[src/rtl/lrub_pkg.sv]
// lrub_pkg: shared widths, operation codes and types for the lru byte-budget unit
// no dependencies; imported by every rtl file of the block

package lrub_pkg;

    localparam int LRUB_ENTRIES = 16;

    localparam int FUNC_W = 2;
    localparam int SLOT_W = 4;
    localparam int BYTE_W = 31;

    localparam logic [BYTE_W-1:0] BYTE_MAX = {BYTE_W{1'b1}};

    localparam logic [FUNC_W-1:0] FUNC_INSERT = 2'd0;
    localparam logic [FUNC_W-1:0] FUNC_TOUCH  = 2'd1;
    localparam logic [FUNC_W-1:0] FUNC_REMOVE = 2'd2;
    localparam logic [FUNC_W-1:0] FUNC_EJECT  = 2'd3;

    typedef struct packed {
        logic [BYTE_W-1:0] sum;
        logic              more;
    } t_acc_res;

endpackage

[src/rtl/lrub_sat_acc.sv]
// lrub_sat_acc: saturating byte accumulator with compare against the eject target
// depends on lrub_pkg

module lrub_sat_acc
    import lrub_pkg::*;
(
    input  logic [BYTE_W-1:0] i_total,
    input  logic [BYTE_W-1:0] i_size,
    input  logic [BYTE_W-1:0] i_target,
    output t_acc_res          o_res
);

    logic [BYTE_W:0]   raw_sum;
    logic [BYTE_W-1:0] sat_sum;

    assign raw_sum    = {1'b0, i_total} + {1'b0, i_size};
    assign sat_sum    = raw_sum[BYTE_W] ? BYTE_MAX : raw_sum[BYTE_W-1:0];
    assign o_res.sum  = sat_sum;
    assign o_res.more = sat_sum < i_target;

endmodule

[src/rtl/lru_order_with_byte_budget_eviction_unit.sv]
// channel   | valid / ready            | payload
// request   | i_in_valid / o_in_ready  | i_func, i_slot, i_byte_count
// result    | o_out_valid / i_out_ready| o_evicted, o_evicted_slot, o_evicted_bytes,
//           |                          | o_freed_total, o_status, o_last
//
// insert and rejected requests: the idle state, then the emit state writes the result register
// touch and remove: one rank lookup pass and one rank shift pass, then the emit state
// eject: per ejected slot, one scan of the rank table, an accumulate step and an emit step
// a full result register stalls the sequencer before it writes the next result
// synchronous active-low reset empties the order; no clearing pass is needed
// depends on lrub_pkg and lrub_sat_acc

module lru_order_with_byte_budget_eviction_unit
    import lrub_pkg::*;
#(
    parameter int ENTRIES = LRUB_ENTRIES
) (
    input  logic              i_clk,
    input  logic              i_rst_n,
    input  logic              i_in_valid,
    output logic              o_in_ready,
    input  logic [FUNC_W-1:0] i_func,
    input  logic [SLOT_W-1:0] i_slot,
    input  logic [BYTE_W-1:0] i_byte_count,
    output logic              o_out_valid,
    input  logic              i_out_ready,
    output logic              o_evicted,
    output logic [SLOT_W-1:0] o_evicted_slot,
    output logic [BYTE_W-1:0] o_evicted_bytes,
    output logic [BYTE_W-1:0] o_freed_total,
    output logic              o_status,
    output logic              o_last
);

    localparam int SW = $clog2(ENTRIES);
    localparam int CW = $clog2(ENTRIES + 1);
    localparam logic [SW-1:0] IDX_LAST = SW'(ENTRIES - 1);

    localparam logic [2:0] ST_IDLE  = 3'd0;
    localparam logic [2:0] ST_FIND  = 3'd1;
    localparam logic [2:0] ST_SHIFT = 3'd2;
    localparam logic [2:0] ST_EJECT = 3'd3;
    localparam logic [2:0] ST_ACC   = 3'd4;
    localparam logic [2:0] ST_EMIT  = 3'd5;

    logic [2:0]        r_state;
    logic [SW-1:0]     r_idx;
    logic [ENTRIES-1:0] r_valid;
    logic [SW-1:0]     r_rank [ENTRIES];
    logic [BYTE_W-1:0] r_size_mem [ENTRIES];
    logic [CW-1:0]     r_count;
    logic [FUNC_W-1:0] r_op;
    logic [SW-1:0]     r_sidx;
    logic [SW-1:0]     r_ref;
    logic [BYTE_W-1:0] r_target;
    logic [BYTE_W-1:0] r_total;
    logic [SW-1:0]     r_victim;
    logic [BYTE_W-1:0] r_vsize;

    logic              r_pend_evicted;
    logic [SLOT_W-1:0] r_pend_slot;
    logic [BYTE_W-1:0] r_pend_bytes;
    logic [BYTE_W-1:0] r_pend_total;
    logic              r_pend_status;
    logic              r_pend_last;

    logic              r_out_valid;
    logic              r_out_evicted;
    logic [SLOT_W-1:0] r_out_slot;
    logic [BYTE_W-1:0] r_out_bytes;
    logic [BYTE_W-1:0] r_out_total;
    logic              r_out_status;
    logic              r_out_last;

    logic          in_acc;
    logic [SW-1:0] s_idx;
    logic          s_inr;
    logic          ins_ok;
    logic          out_free;
    logic          scan_last;
    logic [SW-1:0] cur_rank;
    logic          cur_valid;
    logic          victim_hit;
    t_acc_res      acc_res;

    assign o_in_ready = (r_state == ST_IDLE);
    assign in_acc     = i_in_valid && o_in_ready;
    assign s_idx      = SW'(i_slot);
    assign s_inr      = int'(i_slot) < ENTRIES;
    assign ins_ok     = in_acc && (i_func == FUNC_INSERT) && s_inr && !r_valid[s_idx];
    assign out_free   = !r_out_valid || i_out_ready;
    assign scan_last  = (r_idx == IDX_LAST);
    assign cur_rank   = r_rank[r_idx];
    assign cur_valid  = r_valid[r_idx];
    assign victim_hit = (r_state == ST_EJECT) && cur_valid && (cur_rank == '0);

    lrub_sat_acc u_acc (
        .i_total  (r_total),
        .i_size   (r_vsize),
        .i_target (r_target),
        .o_res    (acc_res)
    );

    // size store
    always_ff @(posedge i_clk) begin
        if (ins_ok) begin
            r_size_mem[s_idx] <= i_byte_count;
        end
        if (victim_hit) begin
            r_vsize <= r_size_mem[r_idx];
        end
    end

    always_ff @(posedge i_clk) begin
        if (!i_rst_n) begin
            r_state     <= ST_IDLE;
            r_valid     <= '0;
            r_count     <= '0;
            r_out_valid <= 1'b0;
            for (int i = 0; i < ENTRIES; i++) begin
                r_rank[i] <= '0;
            end
        end else begin
            if (i_out_ready && r_state != ST_EMIT) begin
                r_out_valid <= 1'b0;
            end
            case (r_state)
                ST_IDLE: begin
                    if (in_acc) begin
                        r_op           <= i_func;
                        r_sidx         <= s_idx;
                        r_target       <= i_byte_count;
                        r_total        <= '0;
                        r_idx          <= '0;
                        r_pend_evicted <= 1'b0;
                        r_pend_slot    <= '0;
                        r_pend_bytes   <= '0;
                        r_pend_total   <= '0;
                        r_pend_status  <= 1'b0;
                        r_pend_last    <= 1'b1;
                        case (i_func)
                            FUNC_INSERT: begin
                                if (ins_ok) begin
                                    r_valid[s_idx] <= 1'b1;
                                    r_rank[s_idx]  <= SW'(r_count);
                                    r_count        <= r_count + CW'(1);
                                end else begin
                                    r_pend_status <= 1'b1;
                                end
                                r_state <= ST_EMIT;
                            end
                            FUNC_TOUCH, FUNC_REMOVE: begin
                                if (!s_inr || !r_valid[s_idx]) begin
                                    r_pend_status <= 1'b1;
                                    r_state       <= ST_EMIT;
                                end else begin
                                    r_state <= ST_FIND;
                                end
                            end
                            default: begin
                                if (i_byte_count == '0 || r_count == '0) begin
                                    r_state <= ST_EMIT;
                                end else begin
                                    r_state <= ST_EJECT;
                                end
                            end
                        endcase
                    end
                end
                ST_FIND: begin
                    if (r_idx == r_sidx) begin
                        r_ref <= cur_rank;
                    end
                    if (scan_last) begin
                        r_idx   <= '0;
                        r_state <= ST_SHIFT;
                    end else begin
                        r_idx <= r_idx + SW'(1);
                    end
                end
                ST_SHIFT: begin
                    if (r_idx == r_sidx) begin
                        if (r_op == FUNC_TOUCH) begin
                            r_rank[r_idx] <= SW'(r_count - CW'(1));
                        end else begin
                            r_valid[r_idx] <= 1'b0;
                            r_rank[r_idx]  <= '0;
                        end
                    end else if (cur_valid && cur_rank > r_ref) begin
                        r_rank[r_idx] <= cur_rank - SW'(1);
                    end
                    if (scan_last) begin
                        if (r_op == FUNC_REMOVE) begin
                            r_count <= r_count - CW'(1);
                        end
                        r_idx   <= '0;
                        r_state <= ST_EMIT;
                    end else begin
                        r_idx <= r_idx + SW'(1);
                    end
                end
                ST_EJECT: begin
                    if (victim_hit) begin
                        r_valid[r_idx] <= 1'b0;
                        r_rank[r_idx]  <= '0;
                        r_victim       <= r_idx;
                    end else if (cur_valid) begin
                        r_rank[r_idx] <= cur_rank - SW'(1);
                    end
                    if (scan_last) begin
                        r_idx   <= '0;
                        r_state <= ST_ACC;
                    end else begin
                        r_idx <= r_idx + SW'(1);
                    end
                end
                ST_ACC: begin
                    r_total        <= acc_res.sum;
                    r_count        <= r_count - CW'(1);
                    r_pend_evicted <= 1'b1;
                    r_pend_slot    <= SLOT_W'(r_victim);
                    r_pend_bytes   <= r_vsize;
                    r_pend_total   <= acc_res.sum;
                    r_pend_status  <= 1'b0;
                    r_pend_last    <= !(acc_res.more && r_count > CW'(1));
                    r_state        <= ST_EMIT;
                end
                ST_EMIT: begin
                    if (out_free) begin
                        r_out_valid   <= 1'b1;
                        r_out_evicted <= r_pend_evicted;
                        r_out_slot    <= r_pend_slot;
                        r_out_bytes   <= r_pend_bytes;
                        r_out_total   <= r_pend_total;
                        r_out_status  <= r_pend_status;
                        r_out_last    <= r_pend_last;
                        r_state       <= r_pend_last ? ST_IDLE : ST_EJECT;
                    end
                end
                default: begin
                    r_state <= ST_IDLE;
                end
            endcase
        end
    end

    assign o_out_valid     = r_out_valid;
    assign o_evicted       = r_out_evicted;
    assign o_evicted_slot  = r_out_slot;
    assign o_evicted_bytes = r_out_bytes;
    assign o_freed_total   = r_out_total;
    assign o_status        = r_out_status;
    assign o_last          = r_out_last;

endmodule

[config.mk]
export PLATFORM = sky130hd
export DESIGN_NAME = lru_order_with_byte_budget_eviction_unit
export DESIGN_NICKNAME = d
export VERILOG_FILES = /design/src/rtl/lrub_pkg.sv /design/src/rtl/lrub_sat_acc.sv /design/src/rtl/lru_order_with_byte_budget_eviction_unit.sv
export SDC_FILE = /design/constraint.sdc
export NUM_CORES = 1
export LEC_CHECK = 0
export BUFFER_PORTS_ARGS = -buffer_cell sky130_fd_sc_hd__buf_4
export CAP_MARGIN = 20
export CORE_UTILIZATION = 62
export DETAILED_ROUTE_END_ITERATION = 6
export PLACE_DENSITY = 0.85
export SKIP_LAST_GASP = 1
export SYNTH_ARGS = -nofsm -noshare
export SYNTH_HDL_FRONTEND = slang
export SYNTH_SLANG_ARGS = --single-unit
[constraint.sdc]
create_clock -name i_clk -period 12.6 [get_ports i_clk]
set_clock_uncertainty 0.05 [all_clocks]
set_input_delay 2.52 -clock i_clk [delete_from_list [all_inputs] [get_ports i_clk]]
set_output_delay 2.52 -clock i_clk [all_outputs]
set_load 0.05 [all_outputs]
[After elaboration in Yosys (flattened, before gate mapping)]
Memory sizes are Yosys's and may differ from the RTL's. A register that Yosys moved wholly into a read port is not among the register bits.
Cells that the tools add are included.
Storage, ports and cells
  flip-flop bits (word level): 212
  latch bits: 0
  memory bits (writable): 560
  bits in read-only memories: 0
  input port bits: 41
  output and inout bits: 71
  memories kept: 2
Operators by class
  $add $sub $neg: 5
  multipliers: 0
  div/mod/pow operators: 0
  magnitude comparators: 7
  eq/ne operators: 23
  shift operators: 0
  muxes and demuxes: 94
  bitwise logic cells: 7
  reduce and logical (&&, ||, !) cells: 37
Memory list
  r_size_mem: words 16, width 31, rd ports 1, clocked after memory_dff 1, write ports 1, RTL line lru_order_with_byte_budget_eviction_unit.sv:50  | logic [BYTE_W-1:0] r_size_mem [ENTRIES];
  r_rank: words 16, width 4, rd ports 1, clocked after memory_dff 1, write ports 16, RTL line lru_order_with_byte_budget_eviction_unit.sv:49  | logic [SW-1:0] r_rank [ENTRIES];
Operators by type and width (number)
  one-hot mux 31 bit (2 select lines): 2
  two-way mux 16 bit: 6
  two-way mux 31 bit: 2
  one-hot mux 16 bit (3 select lines): 1
  two-way mux 1 bit: 46
  two-way mux 4 bit: 11
  adder 31 x 31 -> 32 bit: 1
  logical NOT 31 bit: 1
  < comparator 31 bit: 1
  two-way mux 5 bit: 5
  two-way mux 3 bit: 7
  one-hot mux 3 bit (6 select lines): 1
  AND reduction 3 bit: 6
  AND 16 bit: 1
  != test 2 bit, second input constant: 8
  inverter 16 bit: 1
  OR 16 bit: 1
  one-hot mux 4 bit (2 select lines): 2
  one-hot mux 5 bit (3 select lines): 1
  logical AND 1 bit: 10
  < comparator 4 x 5 -> 1 bit, second input constant: 2
  binary-select mux 1 bit (select 4 bit): 2
  demux 1 bit (select 4 bit): 2
  >= comparator 4 x 1 -> 1 bit, second input constant: 2
  33 further kinds: 51

[Logic depth before layout (Yosys ltp)]
  depth after elaboration: 13
  depth in mapped cells: 18
  mapped depth without buffers: 17

[By module]
From an unflattened synthesis, not the netlist that was laid out.
Unflattened totals
  cells, all modules: 1906
  area total of the unflattened synthesis: 33537.2 um^2
By module, submodules not included
  lru_order_with_byte_budget_eviction_unit: times used 1, cells an instance 1546, area each 31022.3 um^2, seq. area each 23943.0 um^2
  lrub_sat_acc: times used 1, cells an instance 360, area each 2514.9 um^2, seq. area each 0.0 um^2

[Worst setup path after synthesis]
Ideal clock, no wire load.
  path kind: input to register
  start point: in i_in_valid
  end point: reg r_state[2]
  library setup time: 111 ps
  data arrival time: 10333 ps
  slack: 2107 ps
  cell stages on the path: 6
  cell sequence: nor2_1 > a211oi_1 > a21oi_1 > nor4_1 > o21ai_0 > o22ai_1
On the way
  word-level cells in the longest chain between the ends: 3
Ends and longest elaborated chain
  from (decl): RTL line lru_order_with_byte_budget_eviction_unit.sv:20  | input logic i_in_valid,
  logical AND 1 bit: RTL line lru_order_with_byte_budget_eviction_unit.sv:87  | assign in_acc = i_in_valid && o_in_ready;
  != test 2 x 1 -> 1 bit (no source line)
  AND reduction 5 bit (no source line)
  to (signal assigned): RTL line lru_order_with_byte_budget_eviction_unit.sv:237  | r_state <= r_pend_last ? ST_IDLE : ST_EJECT;
  to (decl): RTL line lru_order_with_byte_budget_eviction_unit.sv:46  | logic [2:0] r_state;
Every way passes these cells.
A chain may end at the register's enable or synchronous reset.

==> flow_summary_export.csv <==
group,metric,value,unit
status,outcome,"completed",
clock_network,clock-sinks,807,
worst_setup_path,cp_max_fo,16,
placed_design,dp.final_hpwl,49.7,mm
sta,setup_viol,0,
worst_setup_path,r2r_end,"r_rank[10][2]",
worst_setup_path,cp-start-kind,"flip-flop",
clock_network,cts_root_buffer,"clkbuf_16",
worst_setup_path,r2r_cells,12,
clock_network,cts_tree,"yes",
floorplanning,num_rows,85,
clock_network,clockBufferDepth,3,
grt,grt.overflow.total,0,
worst_setup_path,crit_end,"r_rank[10][2]",
final_layout,area_growth,12.7,%
synth,synth.top_cell.area_share,0.690,
sta,rsz0062_at_grt,"no",
power_and_ir_drop,vdd_ir_drop_max,0.138,mV
synth,yosysMostFrequentCell,"edfxtp_1",
worst_setup_path,regToRegSetupSlack,7.18,ns
placed_design,placed_cells,2653,
synth,synth-simple-area-share,0.0617,
clock_network,ctsHoldBuffers,0,
clock_network,cts-buffers-inserted,79,
synth,synth_edf_count,778,
synth,synth-xor-area-share,0.00802,
clock_network,worstSkewPairLatency,0.65,ns
final_layout,fin_util,0.707,
sta,hold_violations,0,
route,wl_per_cell,30.2,microns
route,ant_nets,0,
synth,synth_area_leaders,"edfxtp_1 69%, mux4_2 12%, ha_1 2.8%, dfxtp_1 1.7%, nor2_1 1.1%",
hold_path,hold_class,"reg -> reg",
power_and_ir_drop,p_per_area,202,mW/mm^2
synth,synth-compound-area-share,0.0506,
synth,synth.cell_area,0.0338,sq mm
floorplanning,core-area,0.0539,sq mm
placed_design,io_buffers,111,
floorplanning,start_util,0.628,
synth,async_flop_share,0,
sta,finalCritPeriodShare,0.430,
run,maxCapViolations,0,
clock_network,cts_setup_buffers,0,
sta,holdWs,0.358,ns
grt,grt_start_max_net_pins,136,
route,drt_iter0_drc,2659,
sta,worstMarginPinSlew,1.02,ns
synth,synth_flop_cell,"edfxtp_1",
floorplanning,die_h,236,microns
route,wirelength,84.5,mm
synth,synth_cell_types,89,
floorplanning,io_pins,112,
grt,track_usage,0.308,
sta,max_slew_margin,0.320,
synth,syn_nets,2030,
synth,ys_ff_latch,807,
placed_design,gp_congestion,0.923,
synth,synth.avg_cell_area,17.7,sq um
route,drc,0,
worst_setup_path,path_class,"reg -> reg",
worst_setup_path,critPathCaptureType,"flip-flop",
floorplanning,die_area,0.0555,sq mm
sta,max_freq,0.184,GHz
synth,yosys-top-cells-count,"778 x edfxtp_1, 173 x mux4_2, 96 x nor2_1",
synth,yosysSeqAreaShare,0.708,
route,vias,19402,
power_and_ir_drop,power_leakage,0.0129,uW
synth,yosysWarningCount,0,
floorplanning,die_w,236,microns
sta,final_max_slew_viol_count,0,
grt,grt_pass1_vias,19098,
route,dr.pass1.iters,6,
final_layout,drive_gt1_frac,0.228,
final_layout,postLayoutCellArea,0.0381,sq mm
placed_design,post_dp_cell_area,0.0356,sq mm
final_layout,n_fill_cell,3079,
synth,netlist_instances,1912,
synth,synth_top_family_by_area,"multiplexers",
final_layout,final_nets,2160,
clock_network,htreeDepth,3,
grt,antenna_found_initial,8,
sta,setup_tns,0,ns
synth,synthAdderAreaFrac,0.0287,
final_layout,finalNonFillerCells,2801,
grt,grt_pass1_wl,125,mm
clock_network,clk_pin_slew,0.07,ns
clock_network,cts_resized,0,
synth,synthMuxAreaShare,0.125,
route,avgViaCountPerCell,6.93,
sta,period_minus_slack,5.42,ns
synth,yosysTopAreaCell,"edfxtp_1",
worst_setup_path,cp.arrival,5.70,ns
worst_setup_path,crit_required,12.88,ns
==> registers in the layout, indices dropped and copies added (netlist names), 3 cells and up, named ones only <==
name             count
o_freed_total       31
r_pend_total        31
r_target            31
r_pend_bytes        31
r_ref                4
r_sidx               4
r_idx                4
r_rank              64
r_pend_slot          4
r_valid             16
o_evicted_slot       4
r_vsize             31
r_state              3
o_evicted_bytes     31
r_size_mem         496
r_count              5
r_victim             4
==> worst min-delay path by stage <==
stage / start / endpoint / slack (ns) / cells after the start
3_5_place_dp: r_pend_bytes[26] / o_evicted_bytes[26] / 0.35 / 0
6_report: r_pend_bytes[20] / o_evicted_bytes[20] / 0.36 / 0
2_1_floorplan: r_pend_evicted / o_evicted / 0.35 / 0
3_3_place_gp: r_pend_bytes[21] / o_evicted_bytes[21] / 0.35 / 0
4_1_cts: r_pend_bytes[20] / o_evicted_bytes[20] / 0.36 / 0
5_1_grt: r_pend_bytes[20] / o_evicted_bytes[20] / 0.35 / 0
==> power breakdown <==
group | switching [uW] | internal (uW)
registers | 123 | 3190
clock network | 1020 | 1300
logic | 1260 | 829
total | 2400 | 5320
==> critical path, cell delays in order, from the launching register on <==
cell,delay [ns]
dfxtp_1,0.97
mux4_1,0.67
a22o_1,0.22
a221oi_2,0.31
inv_1,0.13
ha_1,0.31
nand2b_1,0.08
a21oi_1,0.06
o311a_1,0.38
o21ai_2,0.57
nand2_1,0.36
a21oi_2,0.85
nor3_1,0.15
==> metal layers <==
layer	part of all wire	track usage	up-vias	wire length, microns
li1	-	-	7992	-
met1	0.37	0.428	9745	31300
met2	0.48	0.488	1414	40600
met3	0.11	0.0616	247	9470
met4	0.037	0.118	4	3090
met5	0.00031	0	-	26
==> per-stage QoR <==
step	worst slack, ns	power, uW
after floorplan	2.11	4810
after global placement	6.77	5290
after detailed placement	6.78	5370
after CTS	7.25	7700
after global routing	6.85	7990
final	7.18	7720
==> area by class of cell <==
class / count / area (sq um) / share of cell area
multi-input cells: 955 / 9410 / 0.247
inverters: 59 / 221 / 0.00581
diodes: 3 / 7.51 / 0.000197
repair buffers: 140 / 1210 / 0.0316
clock inverters: 44 / 418 / 0.0110
clock buffers: 97 / 2070 / 0.0542
well taps: 696 / 871 / 0.0228
flip-flops and latches: 807 / 23900 / 0.628
==> kinds of logic (layout without fill, tap and decap cells) <==
group	after synthesis	in the layout
flip-flops	807	807
AND/OR/NAND/NOR	410	410
AO/OA/AOI/OAI	243	243
multiplexers	194	194
buffers and inverters	150	340
adder cells (fa/ha/maj)	77	77
XOR/XNOR	31	31
other	0	3
==> layout by cell type, fill, tap and decap left out, types with 9 or more instances in the layout <==
| master | n |
|---|---|
| and2_1 | 11 |
| nor2_2 | 12 |
| nor4_1 | 9 |
| nand2_1 | 76 |
| inv_1 | 55 |
| a22oi_1 | 11 |
| clkinv_1 | 18 |
| nand2b_1 | 26 |
| edfxtp_1 | 778 |
| clkinv_2 | 11 |
| nor3_1 | 36 |
| nor2b_1 | 14 |
| o21a_1 | 20 |
| clkbuf_1 | 17 |
| mux2i_1 | 9 |
| a21oi_1 | 57 |
| nand4_1 | 19 |
| dfxtp_1 | 29 |
| a21o_1 | 20 |
| buf_4 | 130 |
| nor2_1 | 84 |
| ha_1 | 76 |
| nor2_4 | 11 |
| xnor2_1 | 23 |
| and3_1 | 47 |
| a31oi_1 | 21 |
| mux4_2 | 173 |
| o21ai_0 | 30 |
| nand3_1 | 30 |
| clkbuf_16 | 80 |
| a211oi_1 | 12 |
Power figures use the tool's default switching activity.
